File: src/hdl/polar_to_cartesian_macros.svh
// ----------------------------------------------------------------------------
// Polar to Cartesian converter: assertion macros
// Shorthand for the concurrent checks at the end of the top level.
// ----------------------------------------------------------------------------
`ifndef POLAR_TO_CARTESIAN_MACROS_SVH
`define POLAR_TO_CARTESIAN_MACROS_SVH

// Same-cycle implication, switched off while reset is high.
`define P2C_ASSERT_IMPL(lbl, clk, rst, ante, cons) \
   lbl: assert property (@(posedge clk) disable iff (rst) (ante) |-> (cons)) \
      else $error("%m: check failed");

// Next-cycle implication, switched off while reset is high.
`define P2C_ASSERT_NEXT(lbl, clk, rst, ante, cons) \
   lbl: assert property (@(posedge clk) disable iff (rst) (ante) |=> (cons)) \
      else $error("%m: check failed");

// Next-cycle implication that also holds through reset.
`define P2C_ASSERT_ALWAYS(lbl, clk, ante, cons) \
   lbl: assert property (@(posedge clk) (ante) |=> (cons)) \
      else $error("%m: check failed");

`endif

File: src/hdl/p2c_pkg.sv
// ----------------------------------------------------------------------------
// Polar to Cartesian converter: shared package
// Widths, fixed constants, the pipeline payload type and the arctangent table.
// ----------------------------------------------------------------------------
package p2c_pkg;

   localparam int IN_W  = 16;   // angle and radius width
   localparam int OUT_W = 24;   // x and y width
   localparam int VW    = 50;   // CORDIC x/y datapath, 32 fraction bits
   localparam int ZW    = 34;   // residual angle, 2^32 units per turn
   localparam int ATAN_ENTRIES = 24;

   // 1/K of an unbounded CORDIC in Q0.32.
   localparam logic [31:0] KINV = 32'h9B74EDA8;

   // Angle reduction: offset that makes any 16-bit angle non-negative
   // (a multiple of 360), and the reciprocal of 360 scaled by 2^24.
   localparam int ANG_OFFSET  = 33120;
   localparam int RECIP_360   = 46604;
   localparam int RECIP_SHIFT = 24;
   localparam int DEG_TURN    = 360;
   localparam int DEG_QUARTER = 90;

   // floor(2^32 / 360); the remainder of that division is 2^8, which the
   // start angle adds back as (256 * deg + HALF_DEG) / 360, rounded.
   localparam int BIN_PER_DEG = 11930464;
   localparam int HALF_DEG    = 180;

   typedef struct packed {
      logic signed [VW-1:0] x;
      logic signed [VW-1:0] y;
      logic signed [ZW-1:0] z;
      logic [1:0]           quad;
   } p2c_vec_type;

   // atan(2^-i) in units of 2^-32 turn.
   function automatic logic [31:0] atan_turn(input int idx);
      logic [31:0] val;
      case (idx)
         0:       val = 32'h20000000;
         1:       val = 32'h12E4051E;
         2:       val = 32'h09FB385B;
         3:       val = 32'h051111D4;
         4:       val = 32'h028B0D43;
         5:       val = 32'h0145D7E1;
         6:       val = 32'h00A2F61E;
         7:       val = 32'h00517C55;
         8:       val = 32'h0028BE53;
         9:       val = 32'h00145F2F;
         10:      val = 32'h000A2F98;
         11:      val = 32'h000517CC;
         12:      val = 32'h00028BE6;
         13:      val = 32'h000145F3;
         14:      val = 32'h0000A2FA;
         15:      val = 32'h0000517D;
         16:      val = 32'h000028BE;
         17:      val = 32'h0000145F;
         18:      val = 32'h00000A30;
         19:      val = 32'h00000518;
         20:      val = 32'h0000028C;
         21:      val = 32'h00000146;
         22:      val = 32'h000000A3;
         23:      val = 32'h00000051;
         default: val = 32'h00000000;
      endcase
      return val;
   endfunction

endpackage

File: src/hdl/p2c_cordic_stage.sv
// ----------------------------------------------------------------------------
// Polar to Cartesian converter: one CORDIC rotation stage
// Rotates the vector by +/- atan(2^-STAGE_IDX) and registers the result.
// ----------------------------------------------------------------------------
module p2c_cordic_stage #(
   parameter int STAGE_IDX = 0
) (
   input  logic                 clock,
   input  logic                 reset,
   input  logic                 in_valid,
   output logic                 in_ready,
   input  p2c_pkg::p2c_vec_type in_vec,
   output logic                 out_valid,
   input  logic                 out_ready,
   output p2c_pkg::p2c_vec_type out_vec
);

   localparam logic signed [p2c_pkg::ZW-1:0] ATAN =
      p2c_pkg::ZW'(p2c_pkg::atan_turn(STAGE_IDX));

   logic                         valid_ff, valid_in;
   p2c_pkg::p2c_vec_type         vec_ff, vec_in;
   logic signed [p2c_pkg::VW-1:0] x_cur, y_cur, dx, dy;

   assign in_ready = !valid_ff || out_ready;

   always_comb begin
      x_cur    = in_vec.x;
      y_cur    = in_vec.y;
      dx       = y_cur >>> STAGE_IDX;
      dy       = x_cur >>> STAGE_IDX;
      valid_in = in_ready ? in_valid : valid_ff;
      vec_in   = vec_ff;
      if (in_valid && in_ready) begin
         vec_in.quad = in_vec.quad;
         if (!in_vec.z[p2c_pkg::ZW-1]) begin
            vec_in.x = x_cur - dx;
            vec_in.y = y_cur + dy;
            vec_in.z = in_vec.z - ATAN;
         end else begin
            vec_in.x = x_cur + dx;
            vec_in.y = y_cur - dy;
            vec_in.z = in_vec.z + ATAN;
         end
      end
   end

   always_ff @(posedge clock) begin
      if (reset) begin
         valid_ff <= 1'b0;
      end else begin
         valid_ff <= valid_in;
      end
      vec_ff <= vec_in;
   end

   assign out_valid = valid_ff;
   assign out_vec   = vec_ff;

endmodule

File: config.mk
export PLATFORM = sky130hd
export DESIGN_NAME = p2c_cordic_stage
export DESIGN_NICKNAME = d
export VERILOG_FILES = /design/src/hdl/polar_to_cartesian_macros.svh /design/src/hdl/p2c_pkg.sv /design/src/hdl/p2c_cordic_stage.sv
export SDC_FILE = /design/constraint.sdc
export NUM_CORES = 1
export LEC_CHECK = 0
export BUFFER_PORTS_ARGS = -buffer_cell sky130_fd_sc_hd__buf_2
export CAP_MARGIN = 20
export CORE_UTILIZATION = 60
export DETAILED_ROUTE_END_ITERATION = 16
export PLACE_DENSITY = 0.95
export RECOVER_POWER = 100
export SETUP_SLACK_MARGIN = 0.2
export SYNTH_ARGS = -nofsm -noshare
export SYNTH_HDL_FRONTEND = slang
export SYNTH_SLANG_ARGS = --single-unit
File: constraint.sdc
create_clock -name clock -period 9.9 [get_ports clock]
set_input_delay 0 -clock clock [delete_from_list [all_inputs] [get_ports clock]]
set_output_delay 0 -clock clock [all_outputs]
set_load 0.1 [all_outputs]
==> results.sh <==
export IMPL_status="finished with violations"
export IMPL_violations="negative hold slack, max-capacitance violations, max-slew violations"
export IMPL_htree_levels=4
export IMPL_gr_usage_met2_pct=63.3
export IMPL_antenna_found_initial=2
export IMPL_finalHoldViolCount=1
export IMPL_drt_iter0_drc=1639
export IMPL_fp_row_count=54
export IMPL_post_cts_buffers=0
export IMPL_fmax_mhz=185
export IMPL_grt_use_met1_pct=57.0
export IMPL_die_x_um=151
export IMPL_dpl_cell_area_um2=14800
export IMPL_syn2layout_area_growth_pct=16.8
export IMPL_port_buffers=277
export IMPL_max_cap_viol_count=4
export IMPL_vdd_drop_max_v=0.000147
export IMPL_gr_usage_met3_pct=7.24
export IMPL_grt_overflow=0
export IMPL_grt_max_degree=74
export IMPL_final_core_utilization_pct=71.3
export IMPL_post_cts_resized=0
export IMPL_mostFrequentLayoutCell="a21oi_1"
export IMPL_synthTopCellsByArea="edfxtp_1 31%, ha_1 14%, a21oi_1 8.0%, xnor2_1 6.1%, o21ai_0 4.4%"
export IMPL_dp_hpwl_mm=35.9
export IMPL_synth_avg_cell_area_um2=8.51
export IMPL_grt_pass1_vias=13000
export IMPL_cp_start_kind="primary input"
export IMPL_finalCriticalPeriod_ns=5.41
export IMPL_finalCritPeriodShare_pct=54.6
export IMPL_cts_buffer_depth=2
export IMPL_mostFrequentLayoutCells="213 x a21oi_1, 150 x ha_1, 150 x clkbuf_1"
export IMPL_top_usage_layer="met2"
export IMPL_drc_errors=0
export IMPL_hp_class="primary input to register"
export IMPL_slew_headroom_pct=-192
export IMPL_p_per_area_nw_per_um2=176
export IMPL_ys_seq_elements=136
export IMPL_clockRootBuffer="clkbuf_16"
export IMPL_async_flop_share_pct=0
export IMPL_top_level_ports=278
export IMPL_cp_max_fo=69
export IMPL_fin_nets=2122
export IMPL_first_pass_iters=8
export IMPL_drive_gt1_share_pct=10.3
export IMPL_ys_warn_count=0
export IMPL_numClockSinks=136
export IMPL_initial_core_util_pct=61.0
export IMPL_clk_pin_slew_ns=0.07
export IMPL_core_area_um2=21800
export IMPL_ant_nets=0
export IMPL_setup_tns_ns=0
export IMPL_critical_path_class="primary input to register"
export IMPL_crit_family="buffers and inverters"
export IMPL_synth_ff_type="edfxtp_1"
export IMPL_gp_congestion=0.988
export IMPL_drv_slew=256
export IMPL_cts_buffers=17
export IMPL_crit_arrival_ns=5.59
export IMPL_rsz0062_at_grt="false"
export IMPL_max_stage_delay_ns=2.34
export IMPL_crit_chain="clkbuf_1 > clkbuf_1 > o21ai_0 > xnor2_1"
export IMPL_setup_viol=0
export IMPL_synth_top_area_share_pct=30.5
export IMPL_hold_buffers=37
export IMPL_cpMaxStageDelayCell="clkbuf_1"
export IMPL_path_buf_inv=2
export IMPL_design_area_um2=15500
export IMPL_fin_skew_ns=0.0176
export IMPL_grt_pass1_wl_mm=71.8
export IMPL_wl_mm=48.0
export IMPL_whs_ns=-0.000108
export IMPL_synth_nets=1854
export IMPL_num_vias=13900
export IMPL_synth_edf_count=135
export IMPL_yosysTopAreaCell="edfxtp_1"
export IMPL_cpMostUsedCell="clkbuf_1"
export IMPL_die_area_um2=22700
export IMPL_via_per_inst=6.53
export IMPL_die_h_um=151
export IMPL_clkLatencyLatePin_ns=0.44
export IMPL_cp_required_ns=10.08
export IMPL_synth_cell_types=84
export IMPL_synth_seq_area_share_pct=30.7
export IMPL_syn_inst=1560
export IMPL_tightest_slew_ns=4.39
export IMPL_tritoncts="built"
export IMPL_leakage_nw=6.54
export IMPL_syn_area_um2=13300
export IMPL_wl_per_cell_um=22.6
export IMPL_grt_usage_pct=41.5
export IMPL_cp_end_kind="register"
## power by group
group / switching, W / internal (W) / total, W
clock: 0.000318 / 0.000383 / 0.000701
sequential: 0.0000257 / 0.000736 / 0.000762
combinational: 0.000987 / 0.000279 / 0.00127
total: 0.00133 / 0.00140 / 0.00273
## stage by stage
| stage | setup WS (ns) | std cells | power (W) |
|---|---|---|---|
| 2_1_floorplan | 4.62 | 1560 | 0.00173 |
| 3_3_place_gp | 5.83 | 2052 | 0.00199 |
| 3_5_place_dp | 5.81 | 2052 | 0.00201 |
| 4_1_cts | 5.68 | 2121 | 0.00270 |
| 5_1_grt | 4.31 | 2123 | 0.00280 |
| 6_report | 4.49 | 2123 | 0.00273 |
## synth_stat cells (20+ instances only)
cell type / count
nor2_1: 102
o21bai_1: 40
xnor2_1: 93
edfxtp_1: 135
ha_1: 150
clkbuf_1: 36
nor3_1: 35
o21ai_0: 116
nand2_1: 91
nand4_1: 20
a211oi_1: 23
a21oi_1: 213
nand3_1: 24
a21o_1: 35
inv_1: 149
## cell families (layout without fill, tap and decap cells)
| family | count (synthesis) | after routing | share of synthesized area (%) |
|---|---|---|---|
| compound gates | 561 | 561 | 26.6 |
| simple gates | 363 | 363 | 13.2 |
| buf+inv | 229 | 510 | 6.78 |
| fa+ha+maj | 154 | 154 | 14.7 |
| flops | 136 | 136 | 30.7 |
| xor+xnor | 99 | 99 | 6.53 |
| mux | 18 | 18 | 1.37 |
| other cells | 0 | 2 | 0 |
## sequential cells by signal, indices dropped and copies added, names as in the netlist
name / cells
out_vec: 135
out_valid: 1
## layout make-up
cell class / count / area, um^2
clock buffer: 17 / 425
fill: 1787 / 6250
inverter: 159 / 597
tap: 280 / 350
timing repair buffer: 319 / 1600
sequential: 136 / 4070
antenna: 2 / 5.00
clock inverter: 15 / 178
multi-input combinational: 1195 / 8280
## path summary, 6_finish.rpt
path                          startpoint                endpoint  slack [ns]  cells after the start
hold / removal                in_vec[85]   out_vec[85]$_DFFE_PP_     -0.0001                      3
hold reg to reg   out_valid$_SDFFE_PP0N_  out_valid$_SDFFE_PP0N_        1.17                      3
setup reg to reg  out_valid$_SDFFE_PP0N_   out_vec[30]$_DFFE_PP_        4.73                      3
setup / recovery              in_vec[35]   out_vec[66]$_DFFE_PP_        4.49                      4
## per-layer routing
| metal | wire length [um] | share of wire (%) |
|---|---|---|
| met1 | 19700 | 41 |
| met5 | 0 | 0 |
| met4 | 2070 | 4.3 |
| met3 | 5260 | 11 |
| met2 | 21000 | 44 |
## worst reg2reg max path, cell delays in order (launching register included)
cell and delay, ns:
dfxtp_1 0.32, nand2b_1 0.12, and2_0 3.13, buf_4 1.17
(Power assumes the default switching activity.)
