[src/hdl/polar_to_cartesian_macros.svh]
// ----------------------------------------------------------------------------
// Polar to Cartesian converter: assertion macros
// Shorthand for the concurrent checks at the end of the top level.
// ----------------------------------------------------------------------------
`ifndef POLAR_TO_CARTESIAN_MACROS_SVH
`define POLAR_TO_CARTESIAN_MACROS_SVH

// Same-cycle implication, switched off while reset is high.
`define P2C_ASSERT_IMPL(lbl, clk, rst, ante, cons) \
   lbl: assert property (@(posedge clk) disable iff (rst) (ante) |-> (cons)) \
      else $error("%m: check failed");

// Next-cycle implication, switched off while reset is high.
`define P2C_ASSERT_NEXT(lbl, clk, rst, ante, cons) \
   lbl: assert property (@(posedge clk) disable iff (rst) (ante) |=> (cons)) \
      else $error("%m: check failed");

// Next-cycle implication that also holds through reset.
`define P2C_ASSERT_ALWAYS(lbl, clk, ante, cons) \
   lbl: assert property (@(posedge clk) (ante) |=> (cons)) \
      else $error("%m: check failed");

`endif

[src/hdl/p2c_pkg.sv]
// ----------------------------------------------------------------------------
// Polar to Cartesian converter: shared package
// Widths, fixed constants, the pipeline payload type and the arctangent table.
// ----------------------------------------------------------------------------
package p2c_pkg;

   localparam int IN_W  = 16;   // angle and radius width
   localparam int OUT_W = 24;   // x and y width
   localparam int VW    = 50;   // CORDIC x/y datapath, 32 fraction bits
   localparam int ZW    = 34;   // residual angle, 2^32 units per turn
   localparam int ATAN_ENTRIES = 24;

   // 1/K of an unbounded CORDIC in Q0.32.
   localparam logic [31:0] KINV = 32'h9B74EDA8;

   // Angle reduction: offset that makes any 16-bit angle non-negative
   // (a multiple of 360), and the reciprocal of 360 scaled by 2^24.
   localparam int ANG_OFFSET  = 33120;
   localparam int RECIP_360   = 46604;
   localparam int RECIP_SHIFT = 24;
   localparam int DEG_TURN    = 360;
   localparam int DEG_QUARTER = 90;

   // floor(2^32 / 360); the remainder of that division is 2^8, which the
   // start angle adds back as (256 * deg + HALF_DEG) / 360, rounded.
   localparam int BIN_PER_DEG = 11930464;
   localparam int HALF_DEG    = 180;

   typedef struct packed {
      logic signed [VW-1:0] x;
      logic signed [VW-1:0] y;
      logic signed [ZW-1:0] z;
      logic [1:0]           quad;
   } p2c_vec_type;

   // atan(2^-i) in units of 2^-32 turn.
   function automatic logic [31:0] atan_turn(input int idx);
      logic [31:0] val;
      case (idx)
         0:       val = 32'h20000000;
         1:       val = 32'h12E4051E;
         2:       val = 32'h09FB385B;
         3:       val = 32'h051111D4;
         4:       val = 32'h028B0D43;
         5:       val = 32'h0145D7E1;
         6:       val = 32'h00A2F61E;
         7:       val = 32'h00517C55;
         8:       val = 32'h0028BE53;
         9:       val = 32'h00145F2F;
         10:      val = 32'h000A2F98;
         11:      val = 32'h000517CC;
         12:      val = 32'h00028BE6;
         13:      val = 32'h000145F3;
         14:      val = 32'h0000A2FA;
         15:      val = 32'h0000517D;
         16:      val = 32'h000028BE;
         17:      val = 32'h0000145F;
         18:      val = 32'h00000A30;
         19:      val = 32'h00000518;
         20:      val = 32'h0000028C;
         21:      val = 32'h00000146;
         22:      val = 32'h000000A3;
         23:      val = 32'h00000051;
         default: val = 32'h00000000;
      endcase
      return val;
   endfunction

endpackage

[src/hdl/p2c_finish.sv]
// ----------------------------------------------------------------------------
// Polar to Cartesian converter: output stage
// Quadrant rotation, rounding to FRAC_BITS, saturation, response register.
// ----------------------------------------------------------------------------
module p2c_finish #(
   parameter int FRAC_BITS = 8
) (
   input  logic                             clock,
   input  logic                             reset,
   input  logic                             in_valid,
   output logic                             in_ready,
   input  p2c_pkg::p2c_vec_type             in_vec,
   output logic                             out_valid,
   input  logic                             out_ready,
   output logic signed [p2c_pkg::OUT_W-1:0] out_x,
   output logic signed [p2c_pkg::OUT_W-1:0] out_y
);

   localparam int VW    = p2c_pkg::VW;
   localparam int OW    = p2c_pkg::OUT_W;
   localparam int SHIFT = 32 - FRAC_BITS;
   localparam logic signed [VW-1:0] HALF = VW'(1) << (SHIFT - 1);

   logic                 valid_ff, valid_in;
   logic signed [OW-1:0] x_ff, x_in, y_ff, y_in;
   logic signed [VW-1:0] fx, fy;

   // Round half up, then clamp to the output range.
   function automatic logic signed [OW-1:0] round_sat(input logic signed [VW-1:0] v);
      logic signed [VW-1:0] t;
      logic signed [OW-1:0] r;
      t = (v + HALF) >>> SHIFT;
      if ((&t[VW-1:OW-1]) || !(|t[VW-1:OW-1])) begin
         r = t[OW-1:0];
      end else if (t[VW-1]) begin
         r = {1'b1, {(OW-1){1'b0}}};
      end else begin
         r = {1'b0, {(OW-1){1'b1}}};
      end
      return r;
   endfunction

   assign in_ready = !valid_ff || out_ready;

   always_comb begin
      case (in_vec.quad)
         2'd1: begin
            fx = -in_vec.y;
            fy = in_vec.x;
         end
         2'd2: begin
            fx = -in_vec.x;
            fy = -in_vec.y;
         end
         2'd3: begin
            fx = in_vec.y;
            fy = -in_vec.x;
         end
         default: begin
            fx = in_vec.x;
            fy = in_vec.y;
         end
      endcase
      valid_in = in_ready ? in_valid : valid_ff;
      if (in_valid && in_ready) begin
         x_in = round_sat(fx);
         y_in = round_sat(fy);
      end else begin
         x_in = x_ff;
         y_in = y_ff;
      end
   end

   always_ff @(posedge clock) begin
      if (reset) begin
         valid_ff <= 1'b0;
      end else begin
         valid_ff <= valid_in;
      end
      x_ff <= x_in;
      y_ff <= y_in;
   end

   assign out_valid = valid_ff;
   assign out_x     = x_ff;
   assign out_y     = y_ff;

endmodule

[config.mk]
export PLATFORM = sky130hd
export DESIGN_NAME = p2c_finish
export DESIGN_NICKNAME = d
export VERILOG_FILES = /design/src/hdl/polar_to_cartesian_macros.svh /design/src/hdl/p2c_pkg.sv /design/src/hdl/p2c_finish.sv
export SDC_FILE = /design/constraint.sdc
export NUM_CORES = 1
export LEC_CHECK = 0
export BUFFER_PORTS_ARGS = -buffer_cell sky130_fd_sc_hd__buf_2
export CORE_UTILIZATION = 25
export CTS_BUF_LIST = sky130_fd_sc_hd__clkbuf_4 sky130_fd_sc_hd__clkbuf_8
export CTS_CLUSTER_DIAMETER = 200
export DETAILED_ROUTE_END_ITERATION = 8
export PLACE_DENSITY = 0.52
export SLEW_MARGIN = 10
export SYNTH_ARGS = -nofsm -noshare
export SYNTH_HDL_FRONTEND = slang
export SYNTH_SLANG_ARGS = --single-unit
[constraint.sdc]
create_clock -name clock -period 5.4 [get_ports clock]
set_clock_uncertainty 0.2 [all_clocks]
set_input_delay 1.62 -clock clock [delete_from_list [all_inputs] [get_ports clock]]
set_output_delay 1.62 -clock clock [all_outputs]
set_load 0.05 [all_outputs]
==> metrics.txt <==
ANT cells 0; num ports 190; core area 26800 um^2; synth cell count leaders nand2_1 (83), nor2_1 (73), edfxtp_1 (48), o21ai_0 (44); routed vias/inst 5.385; synthesized net count 999; Detailed Routing Iterations Pass 1 9; Yosys top cell by area edfxtp_1; Most Frequent Cell on Critical Path buf_4; Detailed Place HPWL 21850 um; Syn Area/Cell 7.942 um^2; Sw Ratio 0.4038; combinational power share 0.525; ys async rst share 0; worst hold path type register to register; Cell Chain, Critical Path buf_2 -> nor4_4 -> nand4_2 -> buf_4 -> or4_4 -> buf_4 -> mux2_2 -> o211ai_1 -> inv_1 -> ha_1 -> nand4b_1 -> nor4_2 -> buf_4 -> and2_1 -> a311o_1 -> nor2_2 -> buf_12 -> o211ai_1; top-count cell post-synth nand2_1; Max transition margin 0.5501; area share of the largest cell type after synthesis 0.2118; endpoints failing hold 0; # H-tree levels 2; Post-synth EDFFs 48; sequential cell area fraction in the yosys report 0.2147; initial antenna violation count 0; Worst IR Drop VDD 0.1444 mV; ys flop type edfxtp_1; clock network power share 0.175; largest net degree at the start of global routing 56; I/O Buffers 155; layout cells sized above 1 0.4160; Longest Clk Path Bufs 2; crit path kind primary input to register; Num CTS Buffers 5; crit path capture type register; dpl ws -0.3645 ns; slowest CP cell or4_4; final setup fails 0; post-synthesis cell count 857; failing checks design-rule violations; die width 167.0 um; final net count 1343; worst path arrival time 5.07 ns; number of global-route vias before repair 7722; initial core utilization 0.2540; final instance area 9983 um^2; global-route wire length before repair 42060 um; status finished, violations left; leakage 3.945 nW; library cells used by synthesis 95; Clk pin slew, worst setup/hold paths 0.10 ns; CP top delay family simple AND/OR/NAND/NOR gates; Post-Route WL 27080 um; reg2reg setup slack 3.79 ns; drt wl/cell 17.55 um; Net Sw Power 646.8 uW; Slew Viols, Final 0; Startpoint Class primary input; Cell Rows 60; Post-DP Area 9693 um^2; worst path bufs/invs 6; setup ws final 0.1877 ns; internal power 954.9 uW; GRT Total Usage 0.1900; CTS tree built; YS warnings 0; CTS root buf clkbuf_8; Die Y 167.0 um; maximum clock rate 191.9 MHz; RSZ-0062 raised after global routing true; Die ar. 27890 um^2; worst skew pair latency 0.32 ns; Slew @ Worst Pin 0.6749 ns; Fillers 2819; area grow syn2layout 46.67%; share of the clock period used by the worst path 0.9652; Max Fanout on Critical Path 21; grt ovf 0; synthesized cell area 6807 um^2; total number of vias 8309; Flop pwr share 0.300; WP data required 5.25 ns; Power Dens Cells 160.4 nW/um^2; crit path time final 5.212 ns; Antenna Nets Post-Route 0; clock sink count 49; # DRC 1; Synth area leaders edfxtp_1 (21%), nand2_1 (4.6%), nor2_1 (4.0%); max incr delay on CP 0.48 ns; Routability Congestion 0.8942; hold buffer count at cts 0; Iter 0 DRT Violations 680; max cap viols 0; flops & latches, synth 49
[routing by layer]
metal | vias up | track usage | wire length (um)
met4 | 0 | 0.05354 | 682
met2 | 312 | 0.3229 | 12850
li1 | 4083 | - | -
met3 | 31 | 0.01497 | 1330
met1 | 3883 | 0.2563 | 12220
met5 | - | 0 | 0
[path summary, 6_finish.rpt]
kind / startpoint / endpoint / cells past startpoint
setup reg to reg: out_valid / out_x[15] / 2
setup / recovery: in_vec[36] / out_x[18] / 18
hold / removal: out_valid / out_valid / 2
hold reg to reg: out_valid / out_valid / 2
[state kept, by name, indices dropped and copies added, names as in the netlist]
signal / flops
out_y: 24
out_x: 24
out_valid: 1
[kinds of logic after synthesis]
family                   Yosys count  synth area share
AND/OR/NAND/NOR                  380            0.3245
AO/OA/AOI/OAI                    277            0.3110
buffers and inverters             81           0.05184
flip-flops                        49            0.2147
XOR/XNOR                          47           0.06048
multiplexers                      21           0.03382
adder cells (fa/ha/maj)            2          0.003676
[placed cells by master, fill, tap and decap left out, types with 5 or more instances in the layout]
master and n:
nor4_4 10, nor2b_1 8, o21ai_0 43, a211oi_1 11, o22ai_1 15, and2_1 10, clkbuf_8 5, nand2_1 83
inv_1 17, buf_2 154, a31oi_1 13, nor4_2 9, a211o_1 6, nor4_1 12, nor3_1 32, buf_12 11
o211ai_1 34, xor2_1 26, o221ai_1 5, nor2_1 70, xnor2_1 21, o31ai_2 19, nand3_1 31, and4_1 7
nand2b_1 6, or3_1 19, nand3b_1 5, mux2i_1 14, and3_1 15, buf_4 234, or4_1 8, o31ai_1 12
edfxtp_1 48, a21oi_1 29, nand4_1 16, mux2_2 6, o311ai_0 5, or4_4 5
[power by group through the flow]
stage                     Sequential, mW  Combinational, mW  Clock [mW]
after floorplan                    0.625              0.347           0
after global placement             0.491              0.813           0
after detailed placement           0.490              0.818           0
after CTS                          0.482              0.821       0.286
after global routing               0.485              0.902       0.295
final                              0.480              0.840       0.281
[stage by stage]
step	utilization	total power, mW	hold slack (ns)	setup TNS [ns]	cells
2_1_floorplan	-	0.9723	0.9138	0	857
3_3_place_gp	0.3617	1.303	0.2876	-11.28	1530
3_5_place_dp	0.3617	1.309	0.3033	-14.77	1530
4_1_cts	0.3661	1.589	0.3187	0	1539
5_1_grt	0.3725	1.682	0.3656	-0.006820	1543
6_report	0.3725	1.602	0.3227	0	1543
[timing repair]
item	CTS	global route
gates cloned	0	1
gates resized for setup	0	20
pin swaps	1	7
buffers inserted	1	3
setup endpoints to repair	12	46
[tightest hold or removal path: stages, from the launching register on]
cell	delay, ns
dfxtp_1	0.32
nand2b_1	0.10
a21oi_1	0.07
[area by class of cell]
cell class              instances  area, um^2  area share
clock buffers                   6       76.32    0.007645
clock inverters                 2       33.78    0.003384
inverters                      18       67.56    0.006768
multi-input cells             727        5145      0.5154
flip-flops and latches         49        1461      0.1464
well taps                     341       426.7     0.04274
repair buffers                400        2773      0.2777
(Power assumes the default switching activity.)
