===== src/hdl/polar_to_cartesian_macros.svh =====
// ----------------------------------------------------------------------------
// Polar to Cartesian converter: assertion macros
// Shorthand for the concurrent checks at the end of the top level.
// ----------------------------------------------------------------------------
`ifndef POLAR_TO_CARTESIAN_MACROS_SVH
`define POLAR_TO_CARTESIAN_MACROS_SVH

// Same-cycle implication, switched off while reset is high.
`define P2C_ASSERT_IMPL(lbl, clk, rst, ante, cons) \
   lbl: assert property (@(posedge clk) disable iff (rst) (ante) |-> (cons)) \
      else $error("%m: check failed");

// Next-cycle implication, switched off while reset is high.
`define P2C_ASSERT_NEXT(lbl, clk, rst, ante, cons) \
   lbl: assert property (@(posedge clk) disable iff (rst) (ante) |=> (cons)) \
      else $error("%m: check failed");

// Next-cycle implication that also holds through reset.
`define P2C_ASSERT_ALWAYS(lbl, clk, ante, cons) \
   lbl: assert property (@(posedge clk) (ante) |=> (cons)) \
      else $error("%m: check failed");

`endif


===== src/hdl/p2c_pkg.sv =====
// ----------------------------------------------------------------------------
// Polar to Cartesian converter: shared package
// Widths, fixed constants, the pipeline payload type and the arctangent table.
// ----------------------------------------------------------------------------
package p2c_pkg;

   localparam int IN_W  = 16;   // angle and radius width
   localparam int OUT_W = 24;   // x and y width
   localparam int VW    = 50;   // CORDIC x/y datapath, 32 fraction bits
   localparam int ZW    = 34;   // residual angle, 2^32 units per turn
   localparam int ATAN_ENTRIES = 24;

   // 1/K of an unbounded CORDIC in Q0.32.
   localparam logic [31:0] KINV = 32'h9B74EDA8;

   // Angle reduction: offset that makes any 16-bit angle non-negative
   // (a multiple of 360), and the reciprocal of 360 scaled by 2^24.
   localparam int ANG_OFFSET  = 33120;
   localparam int RECIP_360   = 46604;
   localparam int RECIP_SHIFT = 24;
   localparam int DEG_TURN    = 360;
   localparam int DEG_QUARTER = 90;

   // floor(2^32 / 360); the remainder of that division is 2^8, which the
   // start angle adds back as (256 * deg + HALF_DEG) / 360, rounded.
   localparam int BIN_PER_DEG = 11930464;
   localparam int HALF_DEG    = 180;

   typedef struct packed {
      logic signed [VW-1:0] x;
      logic signed [VW-1:0] y;
      logic signed [ZW-1:0] z;
      logic [1:0]           quad;
   } p2c_vec_type;

   // atan(2^-i) in units of 2^-32 turn.
   function automatic logic [31:0] atan_turn(input int idx);
      logic [31:0] val;
      case (idx)
         0:       val = 32'h20000000;
         1:       val = 32'h12E4051E;
         2:       val = 32'h09FB385B;
         3:       val = 32'h051111D4;
         4:       val = 32'h028B0D43;
         5:       val = 32'h0145D7E1;
         6:       val = 32'h00A2F61E;
         7:       val = 32'h00517C55;
         8:       val = 32'h0028BE53;
         9:       val = 32'h00145F2F;
         10:      val = 32'h000A2F98;
         11:      val = 32'h000517CC;
         12:      val = 32'h00028BE6;
         13:      val = 32'h000145F3;
         14:      val = 32'h0000A2FA;
         15:      val = 32'h0000517D;
         16:      val = 32'h000028BE;
         17:      val = 32'h0000145F;
         18:      val = 32'h00000A30;
         19:      val = 32'h00000518;
         20:      val = 32'h0000028C;
         21:      val = 32'h00000146;
         22:      val = 32'h000000A3;
         23:      val = 32'h00000051;
         default: val = 32'h00000000;
      endcase
      return val;
   endfunction

endpackage


===== src/hdl/p2c_prep.sv =====
// ----------------------------------------------------------------------------
// Polar to Cartesian converter: front end
// Three stages: angle mod 360, quadrant split, start vector and start angle.
// ----------------------------------------------------------------------------
module p2c_prep (
   input  logic                            clock,
   input  logic                            reset,
   input  logic                            in_valid,
   output logic                            in_ready,
   input  logic signed [p2c_pkg::IN_W-1:0] in_angle,
   input  logic signed [p2c_pkg::IN_W-1:0] in_radius,
   output logic                            out_valid,
   input  logic                            out_ready,
   output p2c_pkg::p2c_vec_type            out_vec
);

   // Stage 0: offset angle, quotient by 360, absolute radius.
   logic        v0_ff, v0_in, rdy0;
   logic [16:0] off_ff, off_in;
   logic [7:0]  quot_ff, quot_in;
   logic [15:0] rad0_ff, rad0_in;

   // Stage 1: quadrant and residual degrees.
   logic        v1_ff, v1_in, rdy1;
   logic [1:0]  quad_ff, quad_in;
   logic [6:0]  deg_ff, deg_in;
   logic [15:0] rad1_ff, rad1_in;

   // Stage 2: start vector.
   logic                 v2_ff, v2_in, rdy2;
   p2c_pkg::p2c_vec_type vec_ff, vec_in;

   logic signed [17:0] ang_sum;
   logic [32:0]        prod_q;
   logic [16:0]        m_raw;
   logic [8:0]         m_deg;
   logic [14:0]        frac_num;
   logic [30:0]        prod_w;
   logic [31:0]        z_start;
   logic [47:0]        x_start;

   assign rdy2     = !v2_ff || out_ready;
   assign rdy1     = !v1_ff || rdy2;
   assign rdy0     = !v0_ff || rdy1;
   assign in_ready = rdy0;

   always_comb begin
      ang_sum = 18'(in_angle) + 18'(p2c_pkg::ANG_OFFSET);
      prod_q  = 33'(ang_sum[16:0]) * 33'(p2c_pkg::RECIP_360);
      v0_in   = rdy0 ? in_valid : v0_ff;
      if (in_valid && rdy0) begin
         off_in  = ang_sum[16:0];
         quot_in = prod_q[p2c_pkg::RECIP_SHIFT +: 8];
         rad0_in = in_radius[15] ? 16'(-in_radius) : 16'(in_radius);
      end else begin
         off_in  = off_ff;
         quot_in = quot_ff;
         rad0_in = rad0_ff;
      end
   end

   always_comb begin
      m_raw = off_ff - 17'(quot_ff) * 17'(p2c_pkg::DEG_TURN);
      if (m_raw >= 17'(p2c_pkg::DEG_TURN)) begin
         m_deg = 9'(m_raw - 17'(p2c_pkg::DEG_TURN));
      end else begin
         m_deg = m_raw[8:0];
      end
      v1_in = rdy1 ? v0_ff : v1_ff;
      if (v0_ff && rdy1) begin
         rad1_in = rad0_ff;
         if (m_deg >= 9'(3 * p2c_pkg::DEG_QUARTER)) begin
            quad_in = 2'd3;
            deg_in  = 7'(m_deg - 9'(3 * p2c_pkg::DEG_QUARTER));
         end else if (m_deg >= 9'(2 * p2c_pkg::DEG_QUARTER)) begin
            quad_in = 2'd2;
            deg_in  = 7'(m_deg - 9'(2 * p2c_pkg::DEG_QUARTER));
         end else if (m_deg >= 9'(p2c_pkg::DEG_QUARTER)) begin
            quad_in = 2'd1;
            deg_in  = 7'(m_deg - 9'(p2c_pkg::DEG_QUARTER));
         end else begin
            quad_in = 2'd0;
            deg_in  = m_deg[6:0];
         end
      end else begin
         rad1_in = rad1_ff;
         quad_in = quad_ff;
         deg_in  = deg_ff;
      end
   end

   // deg * 2^32 / 360 = deg * BIN_PER_DEG + (256 * deg) / 360, rounded.
   always_comb begin
      frac_num = {deg_ff, 8'b0} + 15'(p2c_pkg::HALF_DEG);
      prod_w   = 31'(frac_num) * 31'(p2c_pkg::RECIP_360);
      z_start  = 32'(deg_ff) * 32'(p2c_pkg::BIN_PER_DEG)
               + 32'(prod_w[p2c_pkg::RECIP_SHIFT +: 7]);
      x_start  = 48'(rad1_ff) * 48'(p2c_pkg::KINV);
      v2_in    = rdy2 ? v1_ff : v2_ff;
      if (v1_ff && rdy2) begin
         vec_in.x    = p2c_pkg::VW'(x_start);
         vec_in.y    = '0;
         vec_in.z    = p2c_pkg::ZW'(z_start);
         vec_in.quad = quad_ff;
      end else begin
         vec_in = vec_ff;
      end
   end

   always_ff @(posedge clock) begin
      if (reset) begin
         v0_ff <= 1'b0;
         v1_ff <= 1'b0;
         v2_ff <= 1'b0;
      end else begin
         v0_ff <= v0_in;
         v1_ff <= v1_in;
         v2_ff <= v2_in;
      end
      off_ff  <= off_in;
      quot_ff <= quot_in;
      rad0_ff <= rad0_in;
      quad_ff <= quad_in;
      deg_ff  <= deg_in;
      rad1_ff <= rad1_in;
      vec_ff  <= vec_in;
   end

   assign out_valid = v2_ff;
   assign out_vec   = vec_ff;

endmodule


===== config.mk =====
export PLATFORM = sky130hd
export DESIGN_NAME = p2c_prep
export DESIGN_NICKNAME = d
export VERILOG_FILES = /design/src/hdl/polar_to_cartesian_macros.svh /design/src/hdl/p2c_pkg.sv /design/src/hdl/p2c_prep.sv
export SDC_FILE = /design/constraint.sdc
export NUM_CORES = 1
export LEC_CHECK = 0
export ABC_AREA = 1
export BUFFER_PORTS_ARGS = -buffer_cell sky130_fd_sc_hd__buf_2
export CORE_MARGIN = 3
export CORE_UTILIZATION = 46
export DETAILED_ROUTE_END_ITERATION = 10
export PLACE_DENSITY = 0.7
export RECOVER_POWER = 50
export SLEW_MARGIN = 20
export SYNTH_ARGS = -nofsm -noshare
export SYNTH_HDL_FRONTEND = slang
export SYNTH_SLANG_ARGS = --single-unit

===== constraint.sdc =====
create_clock -name clock -period 7.25 [get_ports clock]
set_clock_uncertainty 0.05 [all_clocks]
set_input_delay 0.3625 -clock clock [delete_from_list [all_inputs] [get_ports clock]]
set_output_delay 0.3625 -clock clock [all_outputs]
set_load 0.01 [all_outputs]

==> run_results.csv <==
group,metric,value,unit
die,die_h,230.1,um
layout,nets,3342,
yosys,yosysWarnings,0,
yosys,async_flop_share,0,
yosys,synth_edf_count,145,
cts,worst_skew_pair.late_latency,0.46,ns
setup_path,r2r_start,"deg_ff[3]",
cts,path_clk_slew,0.07,ns
routing,ant_nets,0,
cts,cts_buffers,17,
cts,cts_hold_buf,0,
global_route,grt_overflow,0,
timing,finalCritPeriodShare,0.9472,
timing,setup_viol,0,
run_status,violations,"capacitance limit, slew limit",
min_path,min_path_cells,2,
global_route,grt_pass1_wl,86240,um
timing,worstMarginPinSlew,2.141,ns
layout,layout-drive-gt1-share,0.04857,
timing,hold_ws,0.07830,ns
die,io_pins,174,
setup_path,cp.required,7.49,ns
timing,hold_violations,0,
timing,slew_violations,57,
layout,antenna_cells,0,
setup_path,critical_path_arrival,7.11,ns
run_status,outcome,"finished with violations",
cts,clkSinkCount,148,
setup_path,crit_path_end_kind,"register",
routing,dr.pass1.iters,6,
cts,cts_max_level,4,
yosys,ys_ff_latch,148,
setup_path,r2r_end,"out_vec[33]",
setup_path,crit_fanout,4,
timing,max_freq,145.6,MHz
yosys,synthesis.area,23090,um2
cts,cts_buffer_depth,2,
routing,viasPerCell,5.001,
setup_path,reg2reg_slack,0.38,ns
yosys,synth_ff_type,"edfxtp_1",
setup_path,endpoint,"out_vec[33]",
layout,final_cells,3279,
die,die_x,230.1,um
setup_path,critPathLaunch,"deg_ff[3]",
setup_path,reg2regPathDepth,27,
routing,vias,16399,
die,dieArea,52930,um2
die,start_util,0.4689,
die,rows,81,
global_route,antenna_found_initial,0,
routing,dr.first_iter.drc_count,799,
global_route,grt_use_total,0.2039,
placed_design,gp_congestion,0.9558,
routing,drt-wirelength-per-cell,15.98,um
min_path,hp-class,"in2reg",
cts,tritoncts,"done",
timing,min_period,6.867,ns
global_route,grt_pass1_vias,17369,
placed_design,port_buffers,116,
routing,drt-total-wl,52400,um
die,core,49250,um2
cts,cts_root_buf,"clkbuf_16",
setup_path,crit_path_start_kind,"register",
yosys,syn_avg_cell_area,9.430,um2
routing,drc,0,
placed_design,dpl.hpwl,46080,um
yosys,syn_inst,2449,
job,cap_violations,2,
placed_design,dp.cells,3246,
timing,relSlewSlack,-0.4275,
layout,area_growth,8.029,%
global_route,grt_max_degree,67,
yosys,synth.distinct_cells,51,
setup_path,crit_type,"reg2reg",
yosys,yosysSeqAreaShare,0.1911,
-- through the flow --
step                  util  area [um2]  setup slack (ns)  setup TNS (ns)
floorplan                -       23300            0.3847               0
global placement    0.4962       24440            0.1751               0
detailed placement  0.4962       24440           0.09788               0
CTS                 0.5079       25020           0.04817               0
global route        0.5065       24950          -0.03873        -0.06779
finish              0.5065       24950            0.3830               0
-- cells in the final DEF (no fill, tap or decap), drive strengths merged, types with 2 or more instances in the layout --
| cell | netlist | final |
|---|---|---|
| a21oi | 128 | 128 |
| buf | 57 | 45 |
| o211ai | 4 | 4 |
| a31oi | 14 | 14 |
| edfxtp | 145 | 145 |
| inv | 569 | 576 |
| nand3 | 67 | 67 |
| nor3b | 6 | 6 |
| or2 | 5 | 5 |
| nor3 | 17 | 17 |
| o21bai | 8 | 8 |
| conb | 1 | 57 |
| clkbuf | 2 | 111 |
| nand2 | 332 | 332 |
| nand4 | 26 | 26 |
| fa | 282 | 282 |
| a211oi | 6 | 6 |
| nor4 | 10 | 10 |
| a21boi | 3 | 3 |
| nand3b | 6 | 6 |
| clkinvlp | 0 | 2 |
| o21a | 6 | 6 |
| a21o | 13 | 13 |
| nor2 | 107 | 107 |
| o221ai | 4 | 4 |
| xor2 | 92 | 92 |
| o21ai | 62 | 62 |
| xnor2 | 45 | 45 |
| ha | 422 | 422 |
| clkinv | 0 | 3 |
| dfxtp | 3 | 3 |
-- cell type report --
type	count	area, um2
clock buffers	19	432.9
flip-flops and latches	148	4414
multi-input cells	1729	16380
fillers	4600	24310
clock inverters	13	140.1
well taps	664	830.8
inverters	569	2136
repair buffers	137	610.6
-- synthesized netlist by cell type, types with 2 or more instances --
cell	count	share of area
a21boi_0	3	0.00098
a211oi_1	6	0.0020
o21ai_0	56	0.012
nand2_1	321	0.052
ha_1	422	0.23
xnor2_1	45	0.017
inv_1	556	0.090
nor3b_1	4	0.0013
o221ai_1	4	0.0015
clkbuf_1	2	0.00033
nor4_1	9	0.0024
nand3b_1	6	0.0020
dfxtp_1	3	0.0026
nand2_2	10	0.0027
nand4_2	2	0.0011
a21o_1	13	0.0042
nor3b_2	2	0.0011
buf_4	57	0.019
o211ai_1	4	0.0013
nor3_1	17	0.0037
a21oi_1	126	0.027
nand3_1	65	0.014
o21a_1	6	0.0020
edfxtp_1	145	0.19
nand4_1	24	0.0065
fa_1	282	0.24
o21bai_1	8	0.0026
xor2_1	92	0.035
nor2_1	103	0.017
a31oi_1	14	0.0038
or2_2	5	0.0014
o21ai_1	5	0.0011
nor2_4	2	0.00098
inv_2	13	0.0021
-- critical path: stages (launching register included) --
cell,delay (ns)
edfxtp_1,0.42
ha_1,0.32
inv_1,0.07
fa_1,0.53
inv_1,0.05
fa_1,0.49
fa_1,0.50
ha_1,0.31
ha_1,0.29
ha_1,0.30
buf_4,0.13
nand2_1,0.07
nor3_1,0.25
nor2_1,0.12
o21ai_0,0.17
a21oi_1,0.11
o21bai_2,0.24
xor2_1,0.14
fa_1,0.49
nor3_2,0.17
nor3b_4,0.23
nand2_1,0.07
nor2_1,0.13
and3_4,0.21
nand4_1,0.14
nor4_2,0.33
nand3_1,0.15
nor3b_2,0.21
-- metal layers --
metal | global-route usage | up-vias | part of all wire
met5 | 0 | - | 0
met4 | 0.06976 | 0 | 0.030
met3 | 0.03333 | 97 | 0.050
met2 | 0.3608 | 403 | 0.49
met1 | 0.2527 | 7848 | 0.43
li1 | - | 8051 | -
-- flip-flops by register name (all words and copies together) (netlist names) --
name	count
v1_ff	1
rad1_ff	16
out_valid	1
quot_ff	8
deg_ff	7
quad_ff	2
v0_ff	1
out_vec	79
rad0_ff	16
off_ff	17
-- timing repair --
action | 4_1_cts | 5_1_grt
endpoints found under the hold margin | 0 | 0
setup buffers | 0 | 1
gates resized for setup | 0 | 14
setup endpoints to repair | 0 | 11
-- worst min-delay path by stage --
| stage | endpoint | slack, ns | from |
|---|---|---|---|
| global route | out_valid | 0.06 | reset |
| detailed placement | rad1_ff[15] | 0.36 | rad0_ff[15] |
| floorplan | out_vec[0] | 0.35 | quad_ff[0] |
| CTS | v1_ff | 0.04 | reset |
| finish | out_valid | 0.08 | reset |
| global placement | rad1_ff[0] | 0.36 | rad0_ff[0] |
-- cell families (layout without fill, tap and decap cells) --
| family | count (synthesis) | in the layout | share of synthesized area |
|---|---|---|---|
| AOI/OAI and AO/OA | 254 | 254 | 0.06263 |
| xor gates and xnor gates | 137 | 137 | 0.05196 |
| adders and majority gates | 704 | 704 | 0.4731 |
| buffers and inverters | 628 | 738 | 0.1113 |
| DFF | 148 | 148 | 0.1911 |
| other | 1 | 57 | 0.0001624 |
| and+or+nand+nor | 577 | 577 | 0.1097 |
Power is left out: the tool's default activity adds up to more than one toggle a clock period on the data nets, which glitch-free logic cannot reach.
